===== src/design/mrs_pkg.sv =====
// Shared types, marker tables and the end-marker matcher step for the markup region stripper.
// Used by every module of the block by scoped names; depends on nothing else.
`default_nettype none

package mrs_pkg;

	typedef enum logic [1:0] {
		KIND_SCRIPT,
		KIND_STYLE,
		KIND_COMMENT,
		KIND_NOSCRIPT
	} kind_t;

	localparam int MARK_MAX    = 11;
	localparam int QUEUE_DEPTH = 4;
	localparam int QPTR_W      = $clog2(QUEUE_DEPTH);
	localparam int QCNT_W      = $clog2(QUEUE_DEPTH + 1);

	// Marker positions and byte counts per item (at most nine results) fit in four bits.
	typedef logic [3:0] pos_t;

	typedef struct packed {
		logic [7:0] data_byte;
		logic       stream_last;
	} in_item_t;

	typedef struct packed {
		logic [7:0] out_byte;
		logic       byte_valid;
		logic       run_last;
		logic       stream_end;
	} out_item_t;

	// Work handed from the front to the back: emit the first 'count' bytes of the
	// string made of the first 'held' start-marker bytes followed by 'data'.
	typedef struct packed {
		kind_t      kind;
		pos_t       held;
		logic [7:0] data;
		pos_t       count;
		logic       last;
	} cmd_t;

	localparam logic [7:0] CHAR_DASH = "-";

	localparam logic [7:0] START_PAT [4][MARK_MAX] = '{
		'{"<", "s", "c", "r", "i", "p", "t", 8'h00, 8'h00, 8'h00, 8'h00},
		'{"<", "s", "t", "y", "l", "e", 8'h00, 8'h00, 8'h00, 8'h00, 8'h00},
		'{"<", "!", "-", "-", 8'h00, 8'h00, 8'h00, 8'h00, 8'h00, 8'h00, 8'h00},
		'{"<", "n", "o", "s", "c", "r", "i", "p", "t", 8'h00, 8'h00}
	};
	localparam pos_t START_LEN [4] = '{4'd7, 4'd6, 4'd4, 4'd9};

	localparam logic [7:0] END_PAT [4][MARK_MAX] = '{
		'{"<", "/", "s", "c", "r", "i", "p", "t", ">", 8'h00, 8'h00},
		'{"<", "/", "s", "t", "y", "l", "e", ">", 8'h00, 8'h00, 8'h00},
		'{"-", "-", ">", 8'h00, 8'h00, 8'h00, 8'h00, 8'h00, 8'h00, 8'h00, 8'h00},
		'{"<", "/", "n", "o", "s", "c", "r", "i", "p", "t", ">"}
	};
	localparam pos_t END_LEN [4] = '{4'd9, 4'd8, 4'd3, 4'd11};

	// End-marker progress right after the start marker completes. Only the comment
	// start "<!--" already ends in a partial end marker ("--").
	localparam pos_t END_INIT [4] = '{4'd0, 4'd0, 4'd2, 4'd0};

	// One step of the end-marker matcher. The opening byte of the tag markers occurs
	// nowhere else in them, so a mismatch falls back to zero or one; "-->" also
	// keeps two matched bytes when a dash follows "--".
	function automatic pos_t end_step(kind_t kind, pos_t e, logic [7:0] c);
		pos_t r;
		if (c == END_PAT[kind][e]) begin
			r = e + 4'd1;
		end else if (kind == KIND_COMMENT && e == 4'd2 && c == CHAR_DASH) begin
			r = 4'd2;
		end else if (c == END_PAT[kind][0]) begin
			r = 4'd1;
		end else begin
			r = 4'd0;
		end
		return r;
	endfunction

endpackage

`default_nettype wire


===== src/design/markup_region_stripper_core.sv =====
// The results of an item pass through the command queue and then the output register.
// Throughput: one byte per cycle in while the queue is not full; results leave one per cycle
// while dn_stall is low; a four-command queue keeps input flowing while held prefixes drain.
// Reset (arst_n low) selects script markers, clears all match state and empties the queue.
// Mode writes are taken only while the queue and the output register are empty.
`default_nettype none

module markup_region_stripper_core (
	input  wire logic               clk,
	input  wire logic               arst_n,
	input  wire logic               up_valid,
	output logic                    up_stall,
	input  wire mrs_pkg::in_item_t  up_item,
	output logic                    dn_valid,
	input  wire logic               dn_stall,
	output mrs_pkg::out_item_t      dn_item,
	input  wire logic               cfg_valid,
	output logic                    cfg_ready,
	input  wire logic [1:0]         cfg_data
);

	mrs_pkg::cmd_t push_cmd;
	mrs_pkg::cmd_t head;
	logic          push;
	logic          pop;
	logic          head_valid;
	logic          q_full;
	logic          q_empty;

	assign cfg_ready = q_empty && !dn_valid;

	mrs_front u_front (
		.clk      (clk),
		.arst_n   (arst_n),
		.up_valid (up_valid),
		.up_stall (up_stall),
		.up_item  (up_item),
		.cfg_we   (cfg_valid && cfg_ready),
		.cfg_data (cfg_data),
		.q_full   (q_full),
		.push     (push),
		.cmd      (push_cmd)
	);

	mrs_queue u_queue (
		.clk        (clk),
		.arst_n     (arst_n),
		.push       (push),
		.push_cmd   (push_cmd),
		.pop        (pop),
		.head       (head),
		.head_valid (head_valid),
		.full       (q_full),
		.empty      (q_empty)
	);

	mrs_back u_back (
		.clk        (clk),
		.arst_n     (arst_n),
		.head       (head),
		.head_valid (head_valid),
		.pop        (pop),
		.dn_valid   (dn_valid),
		.dn_stall   (dn_stall),
		.dn_item    (dn_item)
	);

endmodule

`default_nettype wire


===== src/design/mrs_queue.sv =====
// Short command queue between the front and back parts of the stripper.
// Depends on mrs_pkg for the command type and depth.
`default_nettype none

module mrs_queue (
	input  wire logic          clk,
	input  wire logic          arst_n,
	input  wire logic          push,
	input  wire mrs_pkg::cmd_t push_cmd,
	input  wire logic          pop,
	output mrs_pkg::cmd_t      head,
	output logic               head_valid,
	output logic               full,
	output logic               empty
);

	mrs_pkg::cmd_t                    store_q [mrs_pkg::QUEUE_DEPTH];
	logic [mrs_pkg::QPTR_W-1:0]       wr_ptr_q;
	logic [mrs_pkg::QPTR_W-1:0]       rd_ptr_q;
	logic [mrs_pkg::QCNT_W-1:0]       count_q;

	assign head       = store_q[rd_ptr_q];
	assign head_valid = (count_q != '0);
	assign empty      = (count_q == '0);
	assign full       = (count_q == mrs_pkg::QCNT_W'(mrs_pkg::QUEUE_DEPTH));

	always_ff @(posedge clk or negedge arst_n) begin
		if (!arst_n) begin
			wr_ptr_q <= '0;
			rd_ptr_q <= '0;
			count_q  <= '0;
		end else begin
			if (push) begin
				wr_ptr_q <= wr_ptr_q + 1'b1;
			end
			if (pop) begin
				rd_ptr_q <= rd_ptr_q + 1'b1;
			end
			if (push && !pop) begin
				count_q <= count_q + 1'b1;
			end else if (pop && !push) begin
				count_q <= count_q - 1'b1;
			end
		end
	end

	always_ff @(posedge clk) begin
		if (push) begin
			store_q[wr_ptr_q] <= push_cmd;
		end
	end

endmodule

`default_nettype wire


===== src/design/mrs_front.sv =====
// Front part: accepts bytes, runs the start and end marker matchers and the mode register,
// and queues one command per item that yields results. Depends on mrs_pkg.
`default_nettype none

module mrs_front (
	input  wire logic              clk,
	input  wire logic              arst_n,
	input  wire logic              up_valid,
	output logic                   up_stall,
	input  wire mrs_pkg::in_item_t up_item,
	input  wire logic              cfg_we,
	input  wire logic [1:0]        cfg_data,
	input  wire logic              q_full,
	output logic                   push,
	output mrs_pkg::cmd_t          cmd
);

	mrs_pkg::kind_t kind_q;
	logic           region_q;
	mrs_pkg::pos_t  start_q;
	mrs_pkg::pos_t  end_q;

	logic           region_nx;
	mrs_pkg::pos_t  start_nx;
	mrs_pkg::pos_t  end_nx;
	mrs_pkg::pos_t  k1;
	mrs_pkg::pos_t  j;
	mrs_pkg::pos_t  e_step;
	mrs_pkg::pos_t  cnt;
	logic           hit;
	logic           complete;
	logic           accept;
	logic [7:0]     c;
	logic           last;

	assign up_stall = q_full;
	assign accept   = up_valid && !q_full;

	always_comb begin
		c        = up_item.data_byte;
		last     = up_item.stream_last;
		k1       = start_q + 4'd1;
		hit      = (c == mrs_pkg::START_PAT[kind_q][start_q]);
		// The start markers open with a byte that appears nowhere else in them.
		j        = hit ? k1 : ((c == mrs_pkg::START_PAT[kind_q][0]) ? 4'd1 : 4'd0);
		complete = hit && (k1 == mrs_pkg::START_LEN[kind_q]);
		e_step   = mrs_pkg::end_step(kind_q, end_q, c);

		region_nx = region_q;
		start_nx  = start_q;
		end_nx    = end_q;
		cnt       = 4'd0;

		if (!region_q) begin
			if (complete) begin
				region_nx = 1'b1;
				start_nx  = 4'd0;
				end_nx    = mrs_pkg::END_INIT[kind_q];
			end else begin
				start_nx = j;
			end
			// On the final byte the still-held tail is flushed as well.
			cnt = (last && !complete) ? k1 : (k1 - j);
		end else begin
			if (e_step == mrs_pkg::END_LEN[kind_q]) begin
				region_nx = 1'b0;
				end_nx    = 4'd0;
			end else begin
				end_nx = e_step;
			end
		end

		if (last) begin
			region_nx = 1'b0;
			start_nx  = 4'd0;
			end_nx    = 4'd0;
		end

		push      = accept && (cnt != 4'd0 || last);
		cmd.kind  = kind_q;
		cmd.held  = start_q;
		cmd.data  = c;
		cmd.count = cnt;
		cmd.last  = last;
	end

	always_ff @(posedge clk or negedge arst_n) begin
		if (!arst_n) begin
			kind_q   <= mrs_pkg::KIND_SCRIPT;
			region_q <= 1'b0;
			start_q  <= 4'd0;
			end_q    <= 4'd0;
		end else if (cfg_we) begin
			kind_q   <= mrs_pkg::kind_t'(cfg_data);
			region_q <= 1'b0;
			start_q  <= 4'd0;
			end_q    <= 4'd0;
		end else if (accept) begin
			region_q <= region_nx;
			start_q  <= start_nx;
			end_q    <= end_nx;
		end
	end

endmodule

`default_nettype wire


===== src/design/mrs_back.sv =====
// Back part: expands each queued command into result items, one per cycle while the output
// is not stalled, through a registered output stage. Depends on mrs_pkg.
`default_nettype none

module mrs_back (
	input  wire logic           clk,
	input  wire logic           arst_n,
	input  wire mrs_pkg::cmd_t  head,
	input  wire logic           head_valid,
	output logic                pop,
	output logic                dn_valid,
	input  wire logic           dn_stall,
	output mrs_pkg::out_item_t  dn_item
);

	mrs_pkg::pos_t      idx_q;
	logic               valid_q;
	mrs_pkg::out_item_t item_q;

	mrs_pkg::out_item_t item_nx;
	logic               final_one;
	logic               load;

	always_comb begin
		// A command with no bytes stands for the single empty end-of-stream result.
		final_one = (head.count == 4'd0) || (idx_q == head.count - 4'd1);
		load      = head_valid && (!valid_q || !dn_stall);
		pop       = load && final_one;

		if (head.count == 4'd0) begin
			item_nx.out_byte   = 8'h00;
			item_nx.byte_valid = 1'b0;
		end else if (idx_q < head.held) begin
			item_nx.out_byte   = mrs_pkg::START_PAT[head.kind][idx_q];
			item_nx.byte_valid = 1'b1;
		end else begin
			item_nx.out_byte   = head.data;
			item_nx.byte_valid = 1'b1;
		end
		item_nx.run_last   = final_one;
		item_nx.stream_end = final_one && head.last;
	end

	always_ff @(posedge clk or negedge arst_n) begin
		if (!arst_n) begin
			valid_q <= 1'b0;
			idx_q   <= 4'd0;
		end else if (load) begin
			valid_q <= 1'b1;
			idx_q   <= final_one ? 4'd0 : idx_q + 4'd1;
		end else if (!dn_stall) begin
			valid_q <= 1'b0;
		end
	end

	always_ff @(posedge clk) begin
		if (load) begin
			item_q <= item_nx;
		end
	end

	assign dn_valid = valid_q;
	assign dn_item  = item_q;

endmodule

`default_nettype wire


===== config.mk =====
export PLATFORM = sky130hd
export DESIGN_NAME = markup_region_stripper_core
export DESIGN_NICKNAME = d
export VERILOG_FILES = /design/src/design/mrs_pkg.sv /design/src/design/markup_region_stripper_core.sv /design/src/design/mrs_queue.sv /design/src/design/mrs_front.sv /design/src/design/mrs_back.sv
export SDC_FILE = /design/constraint.sdc
export NUM_CORES = 1
export LEC_CHECK = 0
export BUFFER_PORTS_ARGS = -buffer_cell sky130_fd_sc_hd__buf_2
export CORE_MARGIN = 5
export CORE_UTILIZATION = 43
export DETAILED_ROUTE_END_ITERATION = 10
export GPL_TIMING_DRIVEN = 0
export MAX_ROUTING_LAYER = met4
export PLACE_DENSITY = 0.68
export SLEW_MARGIN = 5
export SYNTH_ARGS = -nofsm -noshare
export SYNTH_HDL_FRONTEND = slang
export SYNTH_SLANG_ARGS = --single-unit

===== constraint.sdc =====
create_clock -name clk -period 15.5 [get_ports clk]
set_input_delay 0.775 -clock clk [delete_from_list [all_inputs] [get_ports clk]]
set_output_delay 0.775 -clock clk [all_outputs]
set_load 0.05 [all_outputs]

# Word-level counts from Yosys, hierarchy flattened

Memories as Yosys holds them, arrays and structs flattened.
Index checks and enable logic that the tools add are counted.

Memories kept: 1
Bits in registers: 34
Bits in writable memories: 76
Word-level logic and storage cells: 137

Memory list:

| memory          | words | width | read ports | clocked after memory_dff | write ports | RTL line        | RTL |
|---|---|---|---|---|---|---|---|
| u_queue.store_q | 4     | 19    | 1          | 0                        | 1           | mrs_queue.sv:17 | `mrs_pkg::cmd_t store_q [mrs_pkg::QUEUE_DEPTH];` |

Bitwise logic cells: 5
Multiplexer cells: 59
Magnitude comparators: 6
Reductions and logical operators: 31
Add/sub/neg operators: 9
Equality and inequality tests: 13

Operators with widths:

| operator                                                 | number |
|---|---|
| binary-select mux 88 bit (select 2 bit)                  | 3 |
| two-way mux 88 bit                                       | 6 |
| binary-select mux 8 bit (select 4 bit)                   | 3 |
| two-way mux 4 bit                                        | 23 |
| two-way mux 8 bit                                        | 6 |
| == test 8 bit                                            | 4 |
| binary-select mux 4 bit (select 2 bit)                   | 3 |
| greater-or-equal comparator 5 bit, second input constant | 3 |
| NOT 4 -> 5 bit                                           | 3 |
| logical AND 1 bit                                        | 13 |
| adder 4 x 1 -> 4 bit, second input constant              | 3 |
| == test 4 bit                                            | 3 |
| two-way mux 1 bit                                        | 12 |
| two-way mux 9 bit                                        | 1 |
| == test 8 x 6 -> 1 bit, second input constant            | 1 |
| nonzero test 4 bit                                       | 2 |
| greater-or-equal comparator 3 bit, second input constant | 2 |
| logical NOT 1 bit                                        | 6 |
| two-way mux 3 bit                                        | 2 |
| NOT 2 -> 3 bit                                           | 2 |
| adder 2 x 1 -> 2 bit, second input constant              | 2 |
| == test 4 x 2 -> 1 bit, second input constant            | 1 |
| logical NOT 4 bit                                        | 1 |
| < comparator 4 bit                                       | 1 |
| 13 further kinds                                         | 17 |

# Depth between registers and ports, before layout

Word-level depth: 20
Gate-level depth with buffers: 26
Mapped depth without buffers: 24

# Modules after synthesis

A second synthesis with hierarchy kept.

Cells, all modules: 628
Area, all modules: 6957.9 um2

Modules (own cells, without submodules):

| module                      | instances | area each (um2) | seq. area each (um2) | cells each |
|---|---|---|---|---|
| mrs_queue                   | 1         | 3141.8          | 2457.4               | 134 |
| mrs_front                   | 1         | 2555.0          | 275.3                | 355 |
| mrs_back                    | 1         | 1246.2          | 455.4                | 137 |
| markup_region_stripper_core | 1         | 15.0            | 0.0                  | 2 |

# Worst setup path before layout

No wires, ideal clock.

Kind: register to register
Start point: reg u_front.kind_q[1]
End point: mem u_queue.store_q[0][0] in the netlist's numbering (enable)
Slack: 9489 ps
Period minus slack after synthesis: 6011 ps
Cell stages (with the launch flop): 21
Arrival time: 5588 ps
Buffers on the path: 2
Cell sequence: dfrtp_1 buf_1 inv_1 ha_1 buf_2 inv_1 ha_1 nor2_1 a2111o_1 nand3_1 or4bb_1 o21ai_1 nand3_1 mux2i_1 ha_1 ha_1 nand2_1 a311o_1 o221ai_1 o311a_1 nor3b_1

Word-level cells in the longest chain between the ends: 18
Elaborated cells between the ends (all ways): 26
Those cells by class: add/sub: 1; eq/ne: 3; mux: 15; bitwise: 1; reduce/logical: 6

Ends and longest elaborated chain:

| what                                                      | RTL line                                          | RTL |
|---|---|---|
| start: declaration                                        | mrs_front.sv:18                                   | `mrs_pkg::kind_t kind_q;` |
| start signal: assignment                                  | mrs_front.sv:89                                   | `kind_q <= mrs_pkg::KIND_SCRIPT;` |
| start signal: assignment                                  | mrs_front.sv:94                                   | `kind_q <= mrs_pkg::kind_t'(cfg_data);` |
| NOT 2 -> 3 bit (implied by the code) (*)                  | mrs_front.sv:43, mrs_front.sv:45, mrs_front.sv:46 |  |
| branches (longest 10 deep; another with subtractor 4 bit) | --                                                |  |
| two-way mux 4 bit (*)                                     | mrs_front.sv:63                                   | `cnt = (last && !complete) ? k1 : (k1 - j);` |
| two-way mux 4 bit (*)                                     | mrs_front.sv:54                                   | `if (!region_q) begin` |
| nonzero test 4 bit (*)                                    | mrs_front.sv:79                                   | `push = accept && (cnt != 4'd0 \|\| last);` |
| logical OR 1 bit (*)                                      | mrs_front.sv:79                                   |  |
| logical AND 1 bit (*)                                     | mrs_front.sv:79                                   |  |
| two-way mux 1 bit (*)                                     | mrs_queue.sv:48                                   | `if (push) begin` |
| two-way mux 1 bit (implied by the code) (*)               | mrs_queue.sv:49                                   | `store_q[wr_ptr_q] <= push_cmd;` |
| end: declaration                                          | mrs_queue.sv:17                                   |  |

Mark *: on every way between the ends. The select of a mux whose other input is x is not followed.

# Final worst setup path

Start point: reg u_front.kind_q[1]
End point: reg u_queue.count_q[1] in the netlist's numbering

Word-level cells in the longest chain between the ends: 19
Elaborated cells between the ends (all ways): 29
Those cells by class: add/sub: 1; eq/ne: 3; mux: 14; bitwise: 1; reduce/logical: 10

Ends and longest elaborated chain:

| what                                                      | RTL line                                          | RTL |
|---|---|---|
| NOT 2 -> 3 bit (implied by the code) (*)                  | mrs_front.sv:43, mrs_front.sv:45, mrs_front.sv:46 |  |
| branches (longest 10 deep; another with subtractor 4 bit) | --                                                |  |
| two-way mux 4 bit (*)                                     | mrs_front.sv:63                                   |  |
| two-way mux 4 bit (*)                                     | mrs_front.sv:54                                   |  |
| nonzero test 4 bit (*)                                    | mrs_front.sv:79                                   |  |
| logical OR 1 bit (*)                                      | mrs_front.sv:79                                   |  |
| logical AND 1 bit (*)                                     | mrs_front.sv:79                                   |  |
| via push                                                  | markup_region_stripper_core.sv:24                 | `logic push;` |
| logical NOT 1 bit                                         | mrs_queue.sv:41                                   | `end else if (pop && !push) begin` |
| logical AND 1 bit                                         | mrs_queue.sv:41                                   |  |
| nonzero test 2 bit (no line)                              | --                                                |  |
| end signal: assignment                                    | mrs_queue.sv:40                                   | `count_q <= count_q + 1'b1;` |
| end signal: assignment                                    | mrs_queue.sv:42                                   | `count_q <= count_q - 1'b1;` |
| end: declaration                                          | mrs_queue.sv:20                                   | `logic [mrs_pkg::QCNT_W-1:0] count_q;` |

Mark *: on every way through the listed nets, which the timed path passes. The select of a mux whose other input is x is not followed.
A chain may end at the register's enable or synchronous reset.

==> run_results.csv <==
group,metric,value,unit
power_and_ir_drop,switching_power,0.000505,W
clock_network,cts_buffers,9,
worst_setup_path,critical_path.endpoint_type,"flip-flop",
synth,async_reset_ff_share,20.9,%
cells_and_area,fillCellCount,1459,
sta,unrepaired_setup_endpoints_after_global_routing,"false",
cells_and_area,layout-area-overhead-vs-synth,11.6,%
cells_and_area,drive_above_1_share,17.8,%
flow_run,drv.max_cap_violation_count,0,
die,die-height,136,um
synth,ys.flop_type,"sky130_fd_sc_hd__edfxtp_1",
sta,final_cycle_share,43.2,%
route,antenna_violating_nets_post_route,0,
worst_setup_path,data_required_time_at_the_worst_endpoint,15740,ps
place,number_of_buffers_inserted_by_port_buffering,29,
synth,synthCells,619,
synth,synth_edf_count,87,
grt,aggregate_global_route_resource_usage,18.6,%
place,detailedPlacementHpwl,12.0,mm
sta,finClkSkew,7.43,ps
worst_setup_path,path_common_cell,"sky130_fd_sc_hd__ha_1",
worst_setup_path,cp_startpoint_kind,"flip-flop",
worst_setup_path,cp_num_cells,23,
grt,grt_pass1_vias,5150,
power_and_ir_drop,design_internal_power,0.000766,W
clock_network,cts_resized,0,
clock_network,clock-sinks,110,
die,floorplan.initialDensity,43.5,%
clock_network,cts.htree.levels,3,
power_and_ir_drop,p_leak,2.80,nW
clock_network,holdBufCountCts,0,
clock_network,postCtsSetupBuffers,0,
sta,hold_viol,0,
hold_path,worst_min_path_class,"input port to async pin",
route,detailroute.via_count,5170,
sta,period_needed,6690,ps
die,core.rowCount,46,
worst_setup_path,cp_slowest_stage_delay,600,ps
route,totalWireLength,16.2,mm
worst_setup_path,timing.reg2reg.worst_path_depth,23,
power_and_ir_drop,vdd_drop_max,84.1,uV
sta,worst_slew_pin_slew,1150,ps
place,place_congestion,0.928,
synth,syn-num-nets,664,
grt,grt_first_pass_wirelength,26.4,mm
cells_and_area,final_util,48.6,%
synth,syn-mean-instance-area,11.1,um2
power_and_ir_drop,switching_share,39.8,%
sta,timing.fmax,149,MHz
synth,netlist_area_pre_place,0.00686,mm2
power_and_ir_drop,combinationalPowerShare,46.7,%
die,design.core.area,0.0158,mm2
grt,grt.overflow.total,0,
grt,antenna_found_initial,0,
die,boundaryPins,30,
synth,synth.yosys.warnings,0,
synth,post_synth_num_cell_types,79,
worst_setup_path,critical_path_arrival,6930,ps
sta,finalMaxSlewViolations,0,
synth,synthesized_flop_and_latch_total,110,
clock_network,tritoncts,"yes",
worst_setup_path,critical_path.top_delay_family,"adder cells",
power_and_ir_drop,power_per_standard_cell_area,166,mW/mm2
sta,sum_of_negative_setup_slack,0,ps
cells_and_area,final_layout_net_count,710,
synth,netlist_top_cells_area,"sky130_fd_sc_hd__edfxtp_1 (38%), sky130_fd_sc_hd__dfrtp_1 (8.4%), sky130_fd_sc_hd__mux4_2 (6.6%)",
die,dieArea,0.0186,mm2
worst_setup_path,critical_path_buf_inv_count,6,
route,dr.first_iter.drc_count,440,
route,wirelength_per_cell,18.2,um
clock_network,clk_path_buf_depth,2,
clock_network,later_pin_clock_latency_in_the_skew_report,350,ps
clock_network,clkTransAtPathRegs,70,ps
route,dr.pass1.iters,5,
cells_and_area,antenna_cells,0,
worst_setup_path,slowest_stage,"sky130_fd_sc_hd__dfrtp_1",
grt,grt_max_degree,24,
clock_network,clock_tree.root_cell,"sky130_fd_sc_hd__clkbuf_16",
synth,synth_top_area_cell,"sky130_fd_sc_hd__edfxtp_1",
route,detail_route.drc_violations,0,
power_and_ir_drop,p_clk_share,18.3,%
worst_setup_path,path_class,"flip-flop to flip-flop",
power_and_ir_drop,power_frac_seq,35.0,%
synth,portion_of_the_post_synthesis_area_used_by_sequential_elements,46.4,%
synth,synth_largest_type_area_fraction,38.1,%
worst_setup_path,worstPathMaxFanout,11,
worst_setup_path,crit_path_cell_trace,"buf_1 -> inv_1 -> ha_1 -> buf_2 -> inv_1 -> ha_1 -> nor2_1 -> a2111o_1 -> nand3_1 -> or4bb_1 -> o21ai_1 -> nand3_1 -> mux2i_1 -> ha_1 -> inv_1 -> ha_1 -> nor3b_1 -> o311a_1 -> nor2_1 -> ha_1 -> inv_1 -> fa_1 -> mux2_2",
die,fp.dieW,136,um
route,post_drt_via_cell_ratio,5.84,
sta,finalSetupViolCount,0,
sta,slew_headroom,23.4,%
outcome,status,"completed",
==> layer usage <==
layer  up-vias  routed length, um  track usage, %
met4         0                287            5.43
met5         -                  0               -
met2       160               8040            31.4
li1       2444                  -               -
met3        24                793            3.52
met1      2542               7030            23.0
==> cells by family after synthesis <==
logic type	count (synthesis)	synth area share (%)
and+or+nand+nor	211	16.9
AOI/OAI and AO/OA	140	14.7
muxes	40	9.61
DFF	110	46.4
xor gates and xnor gates	22	2.81
buffers and inverters	67	4.16
adders and majority gates	29	5.40
==> layout by cell type, fill, tap and decap left out, drive strengths merged, types with 20 or more instances in the layout <==
master,count
inv,32
ha,28
nand2b,20
a21oi,27
clkbuf,26
nand2,45
o21ai,31
edfxtp,87
nor2,40
mux4,20
nand3,20
buf,56
dfrtp,23
==> worst paths after layout <==
check | endpoint | startpoint | slack (ps)
max in group asynchronous | u_front.start_q[1] | arst_n | 14680
worst min-delay path | u_back.idx_q[2] | arst_n | 420
worst max-delay path | u_queue.count_q[1] | u_front.kind_q[1] | 8810
worst max register to register | u_queue.count_q[1] | u_front.kind_q[1] | 8810
worst min register to register | u_back.dn_valid | u_back.dn_valid | 530
min in group clk | u_back.dn_valid | u_back.dn_valid | 530
==> state kept, by name, summed over array words and instances, names as in the netlist <==
name and cells:
u_front.start_q 4, u_queue.store_q 76, u_front.end_q 4, u_back.dn_valid 1, u_front.kind_q 2, u_queue.wr_ptr_q 2, u_queue.count_q 3, u_back.dn_item 11
u_front.region_q 1, u_queue.rd_ptr_q 2, u_back.idx_q 4
==> cell type report <==
| cell class | count | area (um2) | share of cell area, % |
|---|---|---|---|
| multi-input cells | 442 | 3410 | 44.5 |
| flip-flops and latches | 110 | 3190 | 41.6 |
| well taps | 216 | 270 | 3.53 |
| clock buffers | 10 | 239 | 3.12 |
| repair buffers | 35 | 201 | 2.63 |
| plain buffers | 37 | 173 | 2.25 |
| inverters | 30 | 113 | 1.47 |
| clock inverters | 6 | 67.6 | 0.882 |
==> metrics by stage <==
| step | setup slack (ps) | power [W] | hold slack [ps] | instance area, um2 | instances |
|---|---|---|---|---|---|
| 3_5_place_dp | 8840 | 0.00105 | 510 | 7360 | 870 |
| 2_1_floorplan | 9490 | 0.000893 | 478 | 6860 | 619 |
| 6_report | 8810 | 0.00127 | 420 | 7660 | 886 |
| 4_1_cts | 8840 | 0.00128 | 429 | 7660 | 886 |
| 3_3_place_gp | 7600 | 0.00102 | 491 | 7280 | 864 |
| 5_1_grt | 8240 | 0.00136 | 464 | 7660 | 886 |
==> cell usage after synthesis, types with 4 or more instances <==
cell type	count
sky130_fd_sc_hd__dfrtp_1	23
sky130_fd_sc_hd__o21ai_0	29
sky130_fd_sc_hd__and2_1	7
sky130_fd_sc_hd__ha_1	28
sky130_fd_sc_hd__mux2i_1	13
sky130_fd_sc_hd__nor3_1	16
sky130_fd_sc_hd__or2_2	4
sky130_fd_sc_hd__nand2_1	44
sky130_fd_sc_hd__o31a_1	4
sky130_fd_sc_hd__a22o_1	5
sky130_fd_sc_hd__a21oi_1	27
sky130_fd_sc_hd__nor4_1	5
sky130_fd_sc_hd__nor2_1	40
sky130_fd_sc_hd__nor3b_1	12
sky130_fd_sc_hd__nand3b_1	8
sky130_fd_sc_hd__a211oi_1	6
sky130_fd_sc_hd__edfxtp_1	87
sky130_fd_sc_hd__o22ai_1	6
sky130_fd_sc_hd__a221oi_1	5
sky130_fd_sc_hd__buf_2	12
sky130_fd_sc_hd__nand4_1	6
sky130_fd_sc_hd__inv_1	29
sky130_fd_sc_hd__a21o_1	5
sky130_fd_sc_hd__mux2_2	7
sky130_fd_sc_hd__mux4_2	20
sky130_fd_sc_hd__nand2b_1	20
sky130_fd_sc_hd__nor2b_1	6
sky130_fd_sc_hd__a211o_1	6
sky130_fd_sc_hd__xor2_1	10
sky130_fd_sc_hd__nand3_1	20
sky130_fd_sc_hd__and3_1	6
sky130_fd_sc_hd__clkbuf_1	16
sky130_fd_sc_hd__xnor2_1	12
sky130_fd_sc_hd__buf_1	6
==> power by group through the flow <==
stage,combinational [W],sequential [W],clock (W)
after floorplan,0.000400,0.000492,0
after global placement,0.000573,0.000450,0
after detailed placement,0.000595,0.000451,0
after CTS,0.000597,0.000446,0.000239
after global routing,0.000656,0.000452,0.000252
final,0.000594,0.000445,0.000233
==> worst register-to-register path: stages, from the launching register on <==
cell	delay, ps
sky130_fd_sc_hd__dfrtp_1	600
sky130_fd_sc_hd__buf_1	440
sky130_fd_sc_hd__inv_1	230
sky130_fd_sc_hd__ha_1	320
sky130_fd_sc_hd__buf_2	190
sky130_fd_sc_hd__inv_1	140
sky130_fd_sc_hd__ha_1	200
sky130_fd_sc_hd__nor2_1	50
sky130_fd_sc_hd__a2111o_1	370
sky130_fd_sc_hd__nand3_1	110
sky130_fd_sc_hd__or4bb_1	390
sky130_fd_sc_hd__o21ai_1	360
sky130_fd_sc_hd__nand3_1	310
sky130_fd_sc_hd__mux2i_1	280
sky130_fd_sc_hd__ha_1	270
sky130_fd_sc_hd__inv_1	90
sky130_fd_sc_hd__ha_1	300
sky130_fd_sc_hd__nor3b_1	450
sky130_fd_sc_hd__o311a_1	420
sky130_fd_sc_hd__nor2_1	80
sky130_fd_sc_hd__ha_1	240
sky130_fd_sc_hd__inv_1	80
sky130_fd_sc_hd__fa_1	380
sky130_fd_sc_hd__mux2_2	270
Power figures use the tool's default switching activity.
